===== config.mk =====
export PLATFORM = sky130hd
export DESIGN_NAME = humidity_sensor_frame_decoder_unit
export DESIGN_NICKNAME = d
export VERILOG_FILES = /design/src/hsfd_pkg.sv /design/src/humidity_sensor_frame_decoder_unit.sv /design/src/hsfd_frame_shift.sv /design/src/hsfd_filter.sv /design/src/hsfd_out.sv
export SDC_FILE = /design/constraint.sdc
export NUM_CORES = 2
export LEC_CHECK = 0
export BUFFER_PORTS_ARGS = -buffer_cell sky130_fd_sc_hd__clkbuf_2
export CAP_MARGIN = 20
export CORE_AREA = 8 8 396 398
export DETAILED_ROUTE_END_ITERATION = 16
export DIE_AREA = 0 0 404 406
export PLACE_DENSITY = 0.49
export RECOVER_POWER = 50
export SLEW_MARGIN = 10
export SYNTH_ARGS = -nofsm -noshare
export SYNTH_HDL_FRONTEND = slang
export SYNTH_SLANG_ARGS = --single-unit

===== constraint.sdc =====
create_clock -name clk -period 8.4 [get_ports clk]
set_input_delay 0.84 -clock clk [delete_from_list [all_inputs] [get_ports clk]]
set_output_delay 0.84 -clock clk [all_outputs]
set_load 0.02 [all_outputs]

===== src/hsfd_pkg.sv =====
// Shared constants, types and helpers for the humidity sensor frame decoder.
package hsfd_pkg;

    localparam int FRAME_BITS = 40;
    localparam int IDX_W      = 6;
    localparam logic [IDX_W-1:0] LAST_BIT_IDX = IDX_W'(FRAME_BITS - 1);

    // Configuration register indexes
    localparam int CFG_IDX_W = 2;
    localparam logic [CFG_IDX_W-1:0] CFG_IDX_THRESHOLD  = 2'd0;
    localparam logic [CFG_IDX_W-1:0] CFG_IDX_HUM_ALPHA  = 2'd1;
    localparam logic [CFG_IDX_W-1:0] CFG_IDX_TEMP_ALPHA = 2'd2;
    localparam int CFG_DATA_W = 9;

    localparam logic signed [7:0] THRESHOLD_RESET = 8'sd30;
    localparam logic [8:0]        ALPHA_RESET     = 9'd128;

    localparam logic [14:0]        MAG_MASK = 15'h7FFF;
    localparam logic signed [19:0] SAT_MAX  = 20'sd32767;
    localparam logic signed [19:0] SAT_MIN  = -20'sd32768;

    // Divide by ten: multiply by ceil(2^19 / 10), exact for magnitudes up to 2^15
    localparam logic [15:0] RECIP_TEN   = 16'd52429;
    localparam int          RECIP_SHIFT = 19;

    localparam int TDATA_IN_W   = 8;
    localparam int TDATA_OUT_W  = 72;
    localparam int TDATA_OUT_PAD = TDATA_OUT_W - 66;

    typedef struct packed {
        logic               ok;
        logic signed [15:0] hum;
        logic signed [15:0] temp;
        logic [7:0]         fails;
    } result_t;

endpackage


===== src/humidity_sensor_frame_decoder_unit.sv =====
// Top level of the humidity sensor frame decoder: config registers and stage wiring.
// Throughput: one pulse transfer per cycle; s_axis_tready drops only when a pulse
//   that may close a frame meets a completed frame still held behind a full pipeline.
// A result reaches m_axis through the frame register, checksum/multiply stage, filter
//   snapshot and divide-by-ten register after the transfer of the fortieth bit.
// Pulses that do not close a frame produce no result.
// Reset (asynchronous, rst_n low): bit count, filter state, seed flag, error count and
//   all valid flags cleared; threshold 30, both alphas 128.
module humidity_sensor_frame_decoder_unit
(
    input  logic                                clk,
    input  logic                                rst_n,
    input  logic                                s_axis_tvalid,
    output logic                                s_axis_tready,
    input  logic [hsfd_pkg::TDATA_IN_W-1:0]     s_axis_tdata,  // [7:0] pulse_width
    input  logic                                s_axis_tuser,  // [0] frame_start
    output logic                                m_axis_tvalid,
    input  logic                                m_axis_tready,
    // [15:0] humidity_tenths, [31:16] temperature_tenths, [44:32] humidity_whole,
    // [57:45] temperature_whole, [65:58] error_count, [71:66] zero
    output logic [hsfd_pkg::TDATA_OUT_W-1:0]    m_axis_tdata,
    output logic                                m_axis_tuser,  // [0] checksum_ok
    input  logic                                cfg_we,
    input  logic [hsfd_pkg::CFG_IDX_W-1:0]      cfg_index,
    input  logic [hsfd_pkg::CFG_DATA_W-1:0]     cfg_data
);

    logic signed [7:0] threshold_reg;
    logic [8:0]        hum_alpha_reg;
    logic [8:0]        temp_alpha_reg;

    logic                            frame_valid;
    logic                            frame_ready;
    logic [hsfd_pkg::FRAME_BITS-1:0] frame;
    logic                            res_valid;
    logic                            res_ready;
    hsfd_pkg::result_t               res;

    // Configuration writes; unused indexes are ignored
    always_ff @(posedge clk or negedge rst_n)
    begin
        if (!rst_n)
        begin
            threshold_reg  <= hsfd_pkg::THRESHOLD_RESET;
            hum_alpha_reg  <= hsfd_pkg::ALPHA_RESET;
            temp_alpha_reg <= hsfd_pkg::ALPHA_RESET;
        end
        else if (cfg_we)
        begin
            case (cfg_index)
                hsfd_pkg::CFG_IDX_THRESHOLD:  threshold_reg  <= cfg_data[7:0];
                hsfd_pkg::CFG_IDX_HUM_ALPHA:  hum_alpha_reg  <= cfg_data;
                hsfd_pkg::CFG_IDX_TEMP_ALPHA: temp_alpha_reg <= cfg_data;
                default:                      ;
            endcase
        end
    end

    // Pulse slicing and frame assembly
    hsfd_frame_shift u_shift
    (
        .clk         (clk),
        .rst_n       (rst_n),
        .in_valid    (s_axis_tvalid),
        .in_ready    (s_axis_tready),
        .pulse       (s_axis_tdata),
        .start       (s_axis_tuser),
        .threshold   (threshold_reg),
        .frame_valid (frame_valid),
        .frame_ready (frame_ready),
        .frame       (frame)
    );

    // Checksum, decode, filter, held state and error count
    hsfd_filter u_filter
    (
        .clk         (clk),
        .rst_n       (rst_n),
        .frame_valid (frame_valid),
        .frame_ready (frame_ready),
        .frame       (frame),
        .hum_alpha   (hum_alpha_reg),
        .temp_alpha  (temp_alpha_reg),
        .res_valid   (res_valid),
        .res_ready   (res_ready),
        .res         (res)
    );

    // Whole units and the output register
    hsfd_out u_out
    (
        .clk       (clk),
        .rst_n     (rst_n),
        .res_valid (res_valid),
        .res_ready (res_ready),
        .res       (res),
        .out_valid (m_axis_tvalid),
        .out_ready (m_axis_tready),
        .out_ok    (m_axis_tuser),
        .out_data  (m_axis_tdata)
    );

    // A good frame always reports a cleared error count
    assert property (@(posedge clk) disable iff (!rst_n)
        m_axis_tvalid && m_axis_tuser |-> (m_axis_tdata[65:58] == 8'd0))
        else $error("good frame with non-zero error count");

    // A bad frame always reports at least one failure
    assert property (@(posedge clk) disable iff (!rst_n)
        m_axis_tvalid && !m_axis_tuser |-> (m_axis_tdata[65:58] != 8'd0))
        else $error("bad frame with zero error count");

    // Whole units keep the sign of the tenths
    assert property (@(posedge clk) disable iff (!rst_n)
        m_axis_tvalid && (m_axis_tdata[44:32] != 13'd0) |->
            (m_axis_tdata[44] == m_axis_tdata[15]))
        else $error("humidity whole units sign mismatch");

    assert property (@(posedge clk) disable iff (!rst_n)
        m_axis_tvalid && (m_axis_tdata[57:45] != 13'd0) |->
            (m_axis_tdata[57] == m_axis_tdata[31]))
        else $error("temperature whole units sign mismatch");

endmodule


===== src/hsfd_frame_shift.sv =====
// Bit slicer and 40-bit frame assembly with a one-entry frame register.
module hsfd_frame_shift
(
    input  logic                   clk,
    input  logic                   rst_n,
    input  logic                   in_valid,
    output logic                   in_ready,
    input  logic signed [7:0]      pulse,
    input  logic                   start,
    input  logic signed [7:0]      threshold,
    output logic                   frame_valid,
    input  logic                   frame_ready,
    output logic [hsfd_pkg::FRAME_BITS-1:0] frame
);

    logic [hsfd_pkg::IDX_W-1:0]      bit_index_reg;
    logic [hsfd_pkg::IDX_W-1:0]      idx_base;
    logic [hsfd_pkg::FRAME_BITS-1:0] shift_reg;
    logic [hsfd_pkg::FRAME_BITS-1:0] shift_base;
    logic [hsfd_pkg::FRAME_BITS-1:0] shift_next;
    logic [hsfd_pkg::FRAME_BITS-1:0] frame_reg;
    logic                            frame_valid_reg;
    logic                            accept;
    logic                            complete;

    assign idx_base   = start ? '0 : bit_index_reg;
    assign shift_base = start ? '0 : shift_reg;
    assign shift_next = {shift_base[hsfd_pkg::FRAME_BITS-2:0], (pulse > threshold)};
    assign complete   = (idx_base == hsfd_pkg::LAST_BIT_IDX);

    // Only a pulse that may close a frame needs the frame register free
    assign in_ready = (bit_index_reg != hsfd_pkg::LAST_BIT_IDX) || !frame_valid_reg
                      || frame_ready;
    assign accept   = in_valid && in_ready;

    always_ff @(posedge clk or negedge rst_n)
    begin
        if (!rst_n)
        begin
            bit_index_reg   <= '0;
            shift_reg       <= '0;
            frame_valid_reg <= 1'b0;
        end
        else
        begin
            if (accept)
            begin
                shift_reg     <= shift_next;
                bit_index_reg <= complete ? '0 : idx_base + 1'b1;
            end
            if (accept && complete)
                frame_valid_reg <= 1'b1;
            else if (frame_ready)
                frame_valid_reg <= 1'b0;
        end
    end

    always_ff @(posedge clk)
    begin
        if (accept && complete)
            frame_reg <= shift_next;
    end

    assign frame_valid = frame_valid_reg;
    assign frame       = frame_reg;

    assert property (@(posedge clk) disable iff (!rst_n)
        !in_ready |-> (bit_index_reg == hsfd_pkg::LAST_BIT_IDX) && frame_valid_reg)
        else $error("frame slicer stalled without a pending frame");

    assert property (@(posedge clk) disable iff (!rst_n)
        accept && complete |=> frame_valid_reg && (bit_index_reg == '0))
        else $error("completed frame not captured");

    assert property (@(posedge clk) disable iff (!rst_n)
        bit_index_reg <= hsfd_pkg::LAST_BIT_IDX)
        else $error("bit index out of range");

endmodule


===== src/hsfd_filter.sv =====
// Checksum, decode and one-pole low-pass filter with held values and error count.
module hsfd_filter
(
    input  logic                            clk,
    input  logic                            rst_n,
    input  logic                            frame_valid,
    output logic                            frame_ready,
    input  logic [hsfd_pkg::FRAME_BITS-1:0] frame,
    input  logic [8:0]                      hum_alpha,
    input  logic [8:0]                      temp_alpha,
    output logic                            res_valid,
    input  logic                            res_ready,
    output hsfd_pkg::result_t               res
);

    logic [15:0]        hraw;
    logic [15:0]        traw;
    logic [7:0]         csum;
    logic               ok_dec;
    logic signed [15:0] xh_dec;
    logic signed [15:0] xt_dec;
    logic signed [16:0] diff_h;
    logic signed [16:0] diff_t;

    logic               s2_valid_reg;
    logic               ok_reg;
    logic signed [15:0] xh_reg;
    logic signed [15:0] xt_reg;
    logic signed [26:0] prod_h_reg;
    logic signed [26:0] prod_t_reg;

    logic signed [15:0] held_h_reg;
    logic signed [15:0] held_t_reg;
    logic               seeded_reg;
    logic [7:0]         fail_reg;
    logic [7:0]         fail_next;

    logic signed [15:0] yh;
    logic signed [15:0] yt;
    logic               load;
    logic               adv;

    function automatic logic signed [15:0] lp_out(input logic signed [15:0] x,
                                                  input logic signed [26:0] prod);
        logic signed [27:0] num;
        logic signed [27:0] adj;
        logic signed [19:0] y;
        begin
            num = {{4{x[15]}}, x, 8'b0} + {prod[26], prod};
            // round toward zero before the arithmetic shift
            adj = num + (num[27] ? 28'sd255 : 28'sd0);
            y   = adj[27:8];
            if (y > hsfd_pkg::SAT_MAX)
                lp_out = 16'sh7FFF;
            else if (y < hsfd_pkg::SAT_MIN)
                lp_out = 16'sh8000;
            else
                lp_out = y[15:0];
        end
    endfunction

    assign hraw   = frame[39:24];
    assign traw   = frame[23:8];
    assign csum   = frame[7:0];
    assign ok_dec = ((hraw[7:0] + hraw[15:8] + traw[7:0] + traw[15:8]) == csum);
    assign xh_dec = hraw;
    // sign-magnitude temperature
    assign xt_dec = traw[15] ? -$signed({1'b0, traw[14:0] & hsfd_pkg::MAG_MASK})
                             : $signed(traw);
    assign diff_h = {held_h_reg[15], held_h_reg} - {xh_dec[15], xh_dec};
    assign diff_t = {held_t_reg[15], held_t_reg} - {xt_dec[15], xt_dec};

    // load only into an empty stage so the held values are final for this frame
    assign frame_ready = !s2_valid_reg;
    assign load        = frame_valid && frame_ready;
    assign adv         = s2_valid_reg && res_ready;

    assign yh = seeded_reg ? lp_out(xh_reg, prod_h_reg) : xh_reg;
    assign yt = seeded_reg ? lp_out(xt_reg, prod_t_reg) : xt_reg;
    assign fail_next = ok_reg ? 8'd0 : ((fail_reg == 8'hFF) ? fail_reg : fail_reg + 8'd1);

    always_ff @(posedge clk or negedge rst_n)
    begin
        if (!rst_n)
        begin
            s2_valid_reg <= 1'b0;
            held_h_reg   <= '0;
            held_t_reg   <= '0;
            seeded_reg   <= 1'b0;
            fail_reg     <= '0;
        end
        else
        begin
            if (load)
                s2_valid_reg <= 1'b1;
            else if (adv)
                s2_valid_reg <= 1'b0;
            if (adv)
            begin
                fail_reg <= fail_next;
                if (ok_reg)
                begin
                    held_h_reg <= yh;
                    held_t_reg <= yt;
                    seeded_reg <= 1'b1;
                end
            end
        end
    end

    always_ff @(posedge clk)
    begin
        if (load)
        begin
            ok_reg     <= ok_dec;
            xh_reg     <= xh_dec;
            xt_reg     <= xt_dec;
            prod_h_reg <= 27'($signed({1'b0, hum_alpha})) * 27'(diff_h);
            prod_t_reg <= 27'($signed({1'b0, temp_alpha})) * 27'(diff_t);
        end
    end

    assign res_valid  = s2_valid_reg;
    assign res.ok     = ok_reg;
    assign res.hum    = ok_reg ? yh : held_h_reg;
    assign res.temp   = ok_reg ? yt : held_t_reg;
    assign res.fails  = fail_next;

endmodule


===== src/hsfd_out.sv =====
// Result snapshot, divide-by-ten and output register.
module hsfd_out
(
    input  logic                                   clk,
    input  logic                                   rst_n,
    input  logic                                   res_valid,
    output logic                                   res_ready,
    input  hsfd_pkg::result_t                      res,
    output logic                                   out_valid,
    input  logic                                   out_ready,
    output logic                                   out_ok,
    output logic [hsfd_pkg::TDATA_OUT_W-1:0]       out_data
);

    hsfd_pkg::result_t  st_reg;
    logic               st_valid_reg;
    logic               st_ready;
    logic               m_valid_reg;
    logic               m_ok_reg;
    logic signed [15:0] m_hum_reg;
    logic signed [15:0] m_temp_reg;
    logic signed [12:0] m_hw_reg;
    logic signed [12:0] m_tw_reg;
    logic [7:0]         m_err_reg;

    function automatic logic signed [12:0] div_ten(input logic signed [15:0] v);
        logic [16:0] mag;
        logic [32:0] prod;
        logic [12:0] q;
        begin
            mag  = v[15] ? 17'(-$signed({v[15], v})) : {1'b0, v};
            prod = 33'(mag) * 33'(hsfd_pkg::RECIP_TEN);
            q    = prod[hsfd_pkg::RECIP_SHIFT+12:hsfd_pkg::RECIP_SHIFT];
            div_ten = v[15] ? -$signed(q) : $signed(q);
        end
    endfunction

    assign st_ready  = !m_valid_reg || out_ready;
    assign res_ready = !st_valid_reg || st_ready;

    always_ff @(posedge clk or negedge rst_n)
    begin
        if (!rst_n)
        begin
            st_valid_reg <= 1'b0;
            m_valid_reg  <= 1'b0;
        end
        else
        begin
            if (res_ready)
                st_valid_reg <= res_valid;
            if (st_ready)
                m_valid_reg <= st_valid_reg;
        end
    end

    always_ff @(posedge clk)
    begin
        if (res_ready && res_valid)
            st_reg <= res;
        if (st_ready && st_valid_reg)
        begin
            m_ok_reg   <= st_reg.ok;
            m_hum_reg  <= st_reg.hum;
            m_temp_reg <= st_reg.temp;
            m_hw_reg   <= div_ten(st_reg.hum);
            m_tw_reg   <= div_ten(st_reg.temp);
            m_err_reg  <= st_reg.fails;
        end
    end

    assign out_valid = m_valid_reg;
    assign out_ok    = m_ok_reg;
    assign out_data  = {{hsfd_pkg::TDATA_OUT_PAD{1'b0}}, m_err_reg, m_tw_reg, m_hw_reg,
                        m_temp_reg, m_hum_reg};

endmodule


# Yosys cells after proc, flatten, opt, wreduce, memory -nomap -nowiden
# Cells that the tools add are included.
# classes
add_sub_neg	16
mul	4
order_cmp	5
eq_ne	7
n_mux	24
n_reduce_logical	19
# ops
operator	count
$mux W16	9
$mul A17 B16 Y32 const B	2
$add A24 B27 Y28	2
$add A28 B28 Y28	2
$mul A10 B17 Y27	2
$gt A20 B16 Y1 const B	2
$lt A20 B16 Y1 const B	2
$mux W39	1
$mux W17	2
$neg A16 Y17	2
$sub A16 B16 Y17	2
$mux W8	4
$mux W13	2
$neg A13 Y13	2
$add A8 B8 Y8	3
$neg A15 Y16	1
$mux W6	2
$add A8 B1 Y8 const B	1
$eq A8 B8 Y1	1
$eq A8 B8 Y1 const B	1
$gt A8 B8 Y1	1
$reduce_and A2 Y1	4
$add A6 B1 Y6 const B	1
$eq A6 B6 Y1 const B	1
10 further kinds	23
# totals
reg_bits	351
in_bits	25
output_inout_bits	75
word_cells	104

# Depth between registers and ports, before layout
# depth
depth_word	8
depth_mapped	38
depth_no_buf	38

# Cells and area by module
# A second synthesis with hierarchy kept.
# unflattened
hier_cells	4135
area_unflattened_um2	41178.2
# by_module_without_submodules
mod	n_inst	cells_each	area_per_inst_um2	seq_area_each_um2
hsfd_filter	1	2537	22582.9	3663.5
hsfd_out	1	1299	14013.4	3293.2
hsfd_frame_shift	1	244	3589.7	2352.3
humidity_sensor_frame_decoder_unit	1	55	992.2	658.1

# Least setup slack after synthesis
# OpenSTA, ideal clock, no wires.
# synth_path
path_kind	flip-flop to flip-flop
start	register u_shift.frame_reg, in the netlist u_shift.frame[8]
end	register u_filter.prod_t_reg[26] (data pin)
setup_time_ns	0.261
arrival_time_ns	8.241
required_ns	8.139
setup_slack_ns	-0.102
path_stages_with_launch	37
n_path_buf	0
period_less_slack_ns	8.502
cell_sequence	edfxtp_1 inv_1 ha_1 nand2_1 o21ai_0 inv_1 ha_1 nor2b_1 o21a_1 a211oi_1 o21ai_1 o211ai_1 maj3_1 a31oi_1 o22ai_1 nand2_1 xnor2_1 nand2_1 fa_1 inv_1 fa_1 fa_1 fa_1 inv_1 fa_1 inv_1 ha_1 or2_2 a211oi_1 o21ai_0 o41a_1 and4_1 a2111oi_0 nor2_1 a21o_1 a21oi_1 xnor2_1
# synth_between
elab_chain_cells	4
# synth_lines
element	line_no	source
start: declaration	hsfd_frame_shift.sv:21	logic [hsfd_pkg::FRAME_BITS-1:0] frame_reg;
start signal: assignment	hsfd_frame_shift.sv:61	frame_reg <= shift_next;
$neg A15 Y16	hsfd_filter.sv:68	assign xt_dec = traw[15] ? -$signed({1'b0, traw[14:0] & hsfd_pkg::MAG_MASK})
$mux W16	hsfd_filter.sv:68	
net u_filter.xt_dec[1]	hsfd_filter.sv:21	logic signed [15:0] xt_dec;
$sub A16 B16 Y17	hsfd_filter.sv:71	assign diff_t = {held_t_reg[15], held_t_reg} - {xt_dec[15], xt_dec};
$mul A10 B17 Y27	hsfd_filter.sv:119	prod_t_reg <= 27'($signed({1'b0, temp_alpha})) * 27'(diff_t);
end signal: assignment	hsfd_filter.sv:119	
end: declaration	hsfd_filter.sv:30	logic signed [26:0] prod_t_reg;
# The timed path passes the listed nets, and every way through them passes these cells.
# A chain may end at the register's enable or synchronous reset.

# Final worst setup path
# layout_path
start	register u_shift.frame_reg, in the netlist u_shift.frame[9]
end	register u_filter.prod_t_reg[25] (data pin)
# layout_between
elab_chain_cells	4
# layout_lines
element	line_no
$neg A15 Y16	hsfd_filter.sv:68
$mux W16 (*)	hsfd_filter.sv:68
$sub A16 B16 Y17 (*)	hsfd_filter.sv:71
$mul A10 B17 Y27 (*)	hsfd_filter.sv:119
# Every way passes the cells marked *; elsewhere a longest branch is shown, timed or not.

==> flow_summary.ini <==
[route]
ant_nets = 0
vias = 28630
via_per_inst = 4.449
wl_um = 103200
first_iter_violations = 1320
drcViolationCount = 0
detail_route.first_pass.iterations = 5
wl_per_cell_um = 16.04

[die]
die_area_um2 = 164000
die_h_um = 406
num_rows = 143
num_io_pins = 100
core_um2 = 150700
die_w_um = 404
start_util_pct = 26.73

[setup_path]
cp_slowest_stage_delay_ns = 0.60
cp_max_fo = 3
cp.required_ns = 8.75
r2r-start = u_shift.frame[9]
cp-start-kind = register
arrival_ns = 8.76
r2r_setup_slack_ns = -0.009
crit_start = u_shift.frame[9]
r2r-end = u_filter.prod_t_reg[25]
cp-end-kind = register
crit_path_frequent_cell = fa_1
critPathSlowestCell = fa_1
crit_type = register to register
timing.critical_path.max_delay_family = adder cells
rr_worst_depth = 37
path_buf_inv = 8

[run_status]
violations = capacitance limit, slew limit, setup timing
status = complete, but fails checks

[synth]
async_flop_share_pct = 33.05
syn_avg_cell_area_um2 = 9.965
yosysWarnings = 0
synth_area_um2 = 40270
ys.flop_type = edfxtp_1
synth_seq_cells = 351
synth_cells = 4041
synth_cell_types = 95
synth_edf_count = 235
seq_area_frac_synth_pct = 24.75

[global_routing]
grt_pass1_vias = 29900
overflow = 0
grt_pass1_wl_um = 165600
grt_max_degree = 67
grt_use_total_pct = 12.47
grt_antenna_before_repair = 5

[placed_design]
dp.final_hpwl_um = 83290
dpl_cell_area_um2 = 44940
gp_congestion = 0.8295
pre_cts_slack_ns = -0.6338
io_buffer_count = 93

[clock_network]
clk_latency_ns = 0.62
cts_max_level = 2
cts_sinks = 351
clkTransAtPathRegs_ns = 0.06
ctsHoldBuffers = 0
root_buffer = clkbuf_16
clockBufferDepth = 3
cts_tree = done
cts_buffers = 45

[layout]
num-fill-cells = 15720
fin_util_pct = 31.13
final_nets = 5320
fin_area_um2 = 46900
drive_above_1_share_pct = 12.31
area_delta_synth_final_pct = 16.46
largest_register_ffs = 41

[hold_path]
whs_path_depth = 0
min_from = u_out.st_reg[0]
whs_endpoint = u_out.m_err_reg[0]
min_path_type = register to register

[sta]
finalSetupViolations = 1
hold_viol_final = 0
grt_setup_unrepaired = yes
tns_ns = -0.008878
finalCriticalPeriod_ns = 8.409
timing_worst_slew_pin_value_ns = 4.032
maxSlewViolCount = 293
fmax_mhz = 118.9
timing.clock.skew_ns = 0.03684
setup_slack_ns = -0.008878
period_share_pct = 100.1
max-slew-margin-rel_pct = -168.8

[power]
p_per_area_nw_per_um2 = 171.0
p_int_uw = 5139
switching_share_pct = 35.90
ir_worst_vdd_mv = 0.3126
switchingPower_uw = 2878
power_uw = 8017
p_comb_share_pct = 48.3
leakage_uw = 0.02164
pwr-share-seq_pct = 27.1
pwr-share-clk_pct = 24.7

[flow_run]
drv_cap = 6
-- cells by family (layout without fill, tap and decap cells) --
kind of cell	count (synthesis)	in the layout	synth area share, %
other	2	22	0.01865
xor gates and xnor gates	266	266	5.857
buffers and inverters	816	1161	7.712
adders and majority gates	929	929	37.12
and+or+nand+nor	987	987	12.26
AOI/OAI and AO/OA	627	627	10.50
DFF	351	351	24.75
muxes	63	63	1.777
-- timing repair --
item	in CTS	in global routing
pin swaps	70	51
gates resized for setup	78	48
setup endpoints to repair	6	22
gates cloned	0	0
endpoints found under the hold margin	0	0
buffers inserted	16	3
-- through the flow --
stage               hold slack [ns]  std cells
global route                 0.4243       6434
detailed placement           0.4045       6336
global placement             0.4019       6336
CTS                          0.1845       6431
finish                       0.4172       6436
floorplan                    0.4003       4059
-- per-layer routing --
layer  routed length [um]  GRT usage, %  up-vias
li1                     -             -    14090
met1                50600         17.32    14090
met2                47720         20.96      358
met3                 3198         1.590       93
met4                 1668         2.395        4
met5                   27             0        -
-- how the worst max path moves through the flow --
stage | endpoint | slack [ns] | cells past startpoint
2_1_floorplan | u_filter.prod_t_reg[26] | 0.001 | 36
3_3_place_gp | u_filter.prod_t_reg[25] | -0.52 | 38
3_5_place_dp | u_filter.prod_t_reg[26] | -0.63 | 40
4_1_cts | u_filter.prod_t_reg[25] | -0.03 | 37
5_1_grt | u_filter.prod_t_reg[25] | -0.39 | 37
6_report | u_filter.prod_t_reg[25] | -0.009 | 37
-- cell usage in the layout (no fill, tap or decap), types with 18 or more instances in the layout --
cell type | Yosys | final
mux2_2 | 58 | 58
o211ai_1 | 29 | 29
or3_1 | 20 | 20
buf_4 | 7 | 239
a21oi_1 | 127 | 118
ha_1 | 482 | 474
edfxtp_1 | 235 | 235
o21bai_1 | 18 | 18
clkbuf_2 | 0 | 25
clkbuf_16 | 0 | 49
clkbuf_1 | 81 | 101
nor3_1 | 56 | 53
fa_1 | 444 | 441
o21a_1 | 27 | 27
xnor2_1 | 184 | 175
and2_1 | 148 | 146
conb_1 | 2 | 20
o21ai_0 | 136 | 123
nand2b_1 | 27 | 26
dfrtp_1 | 110 | 110
xor2_1 | 79 | 77
inv_1 | 712 | 702
nor2_1 | 170 | 164
nand2_1 | 311 | 302
a21o_1 | 70 | 69
nand3_1 | 54 | 53
nor2b_1 | 93 | 92
-- area by class of cell --
type	instances	area, um^2	share of cell area [%]
diodes	2	5.005	0.01067
clock buffers	63	1309	2.791
clock inverters	19	178.9	0.3815
inverters	712	2673	5.699
multi-input cells	2892	27800	59.29
flip-flops and latches	351	9967	21.25
well taps	2030	2540	5.416
repair buffers	367	2421	5.162
-- cell usage after synthesis, drive strengths merged, types with 58 or more instances --
| master | number | area share (%) |
|---|---|---|
| nand2 | 311 | 2.9 |
| clkbuf | 81 | 0.76 |
| xor2 | 81 | 1.8 |
| fa | 444 | 22 |
| edfxtp | 235 | 18 |
| nor2b | 93 | 1.4 |
| dfrtp | 110 | 6.8 |
| and2 | 149 | 2.3 |
| nor2 | 170 | 1.6 |
| o21ai | 148 | 1.9 |
| mux2 | 58 | 1.6 |
| a21oi | 129 | 1.6 |
| ha | 482 | 15 |
| a21o | 70 | 1.3 |
| inv | 712 | 6.6 |
| xnor2 | 184 | 4.0 |
-- power groups by stage --
stage                     Clock (uW)  Sequential (uW)  Combinational [uW]
after floorplan                    0             2110                2730
after global placement             0             2210                3840
after detailed placement           0             2210                3870
after CTS                       2070             2170                3890
after global routing            2120             2180                4430
final                           1980             2170                3870
(Power assumes the default switching activity.)
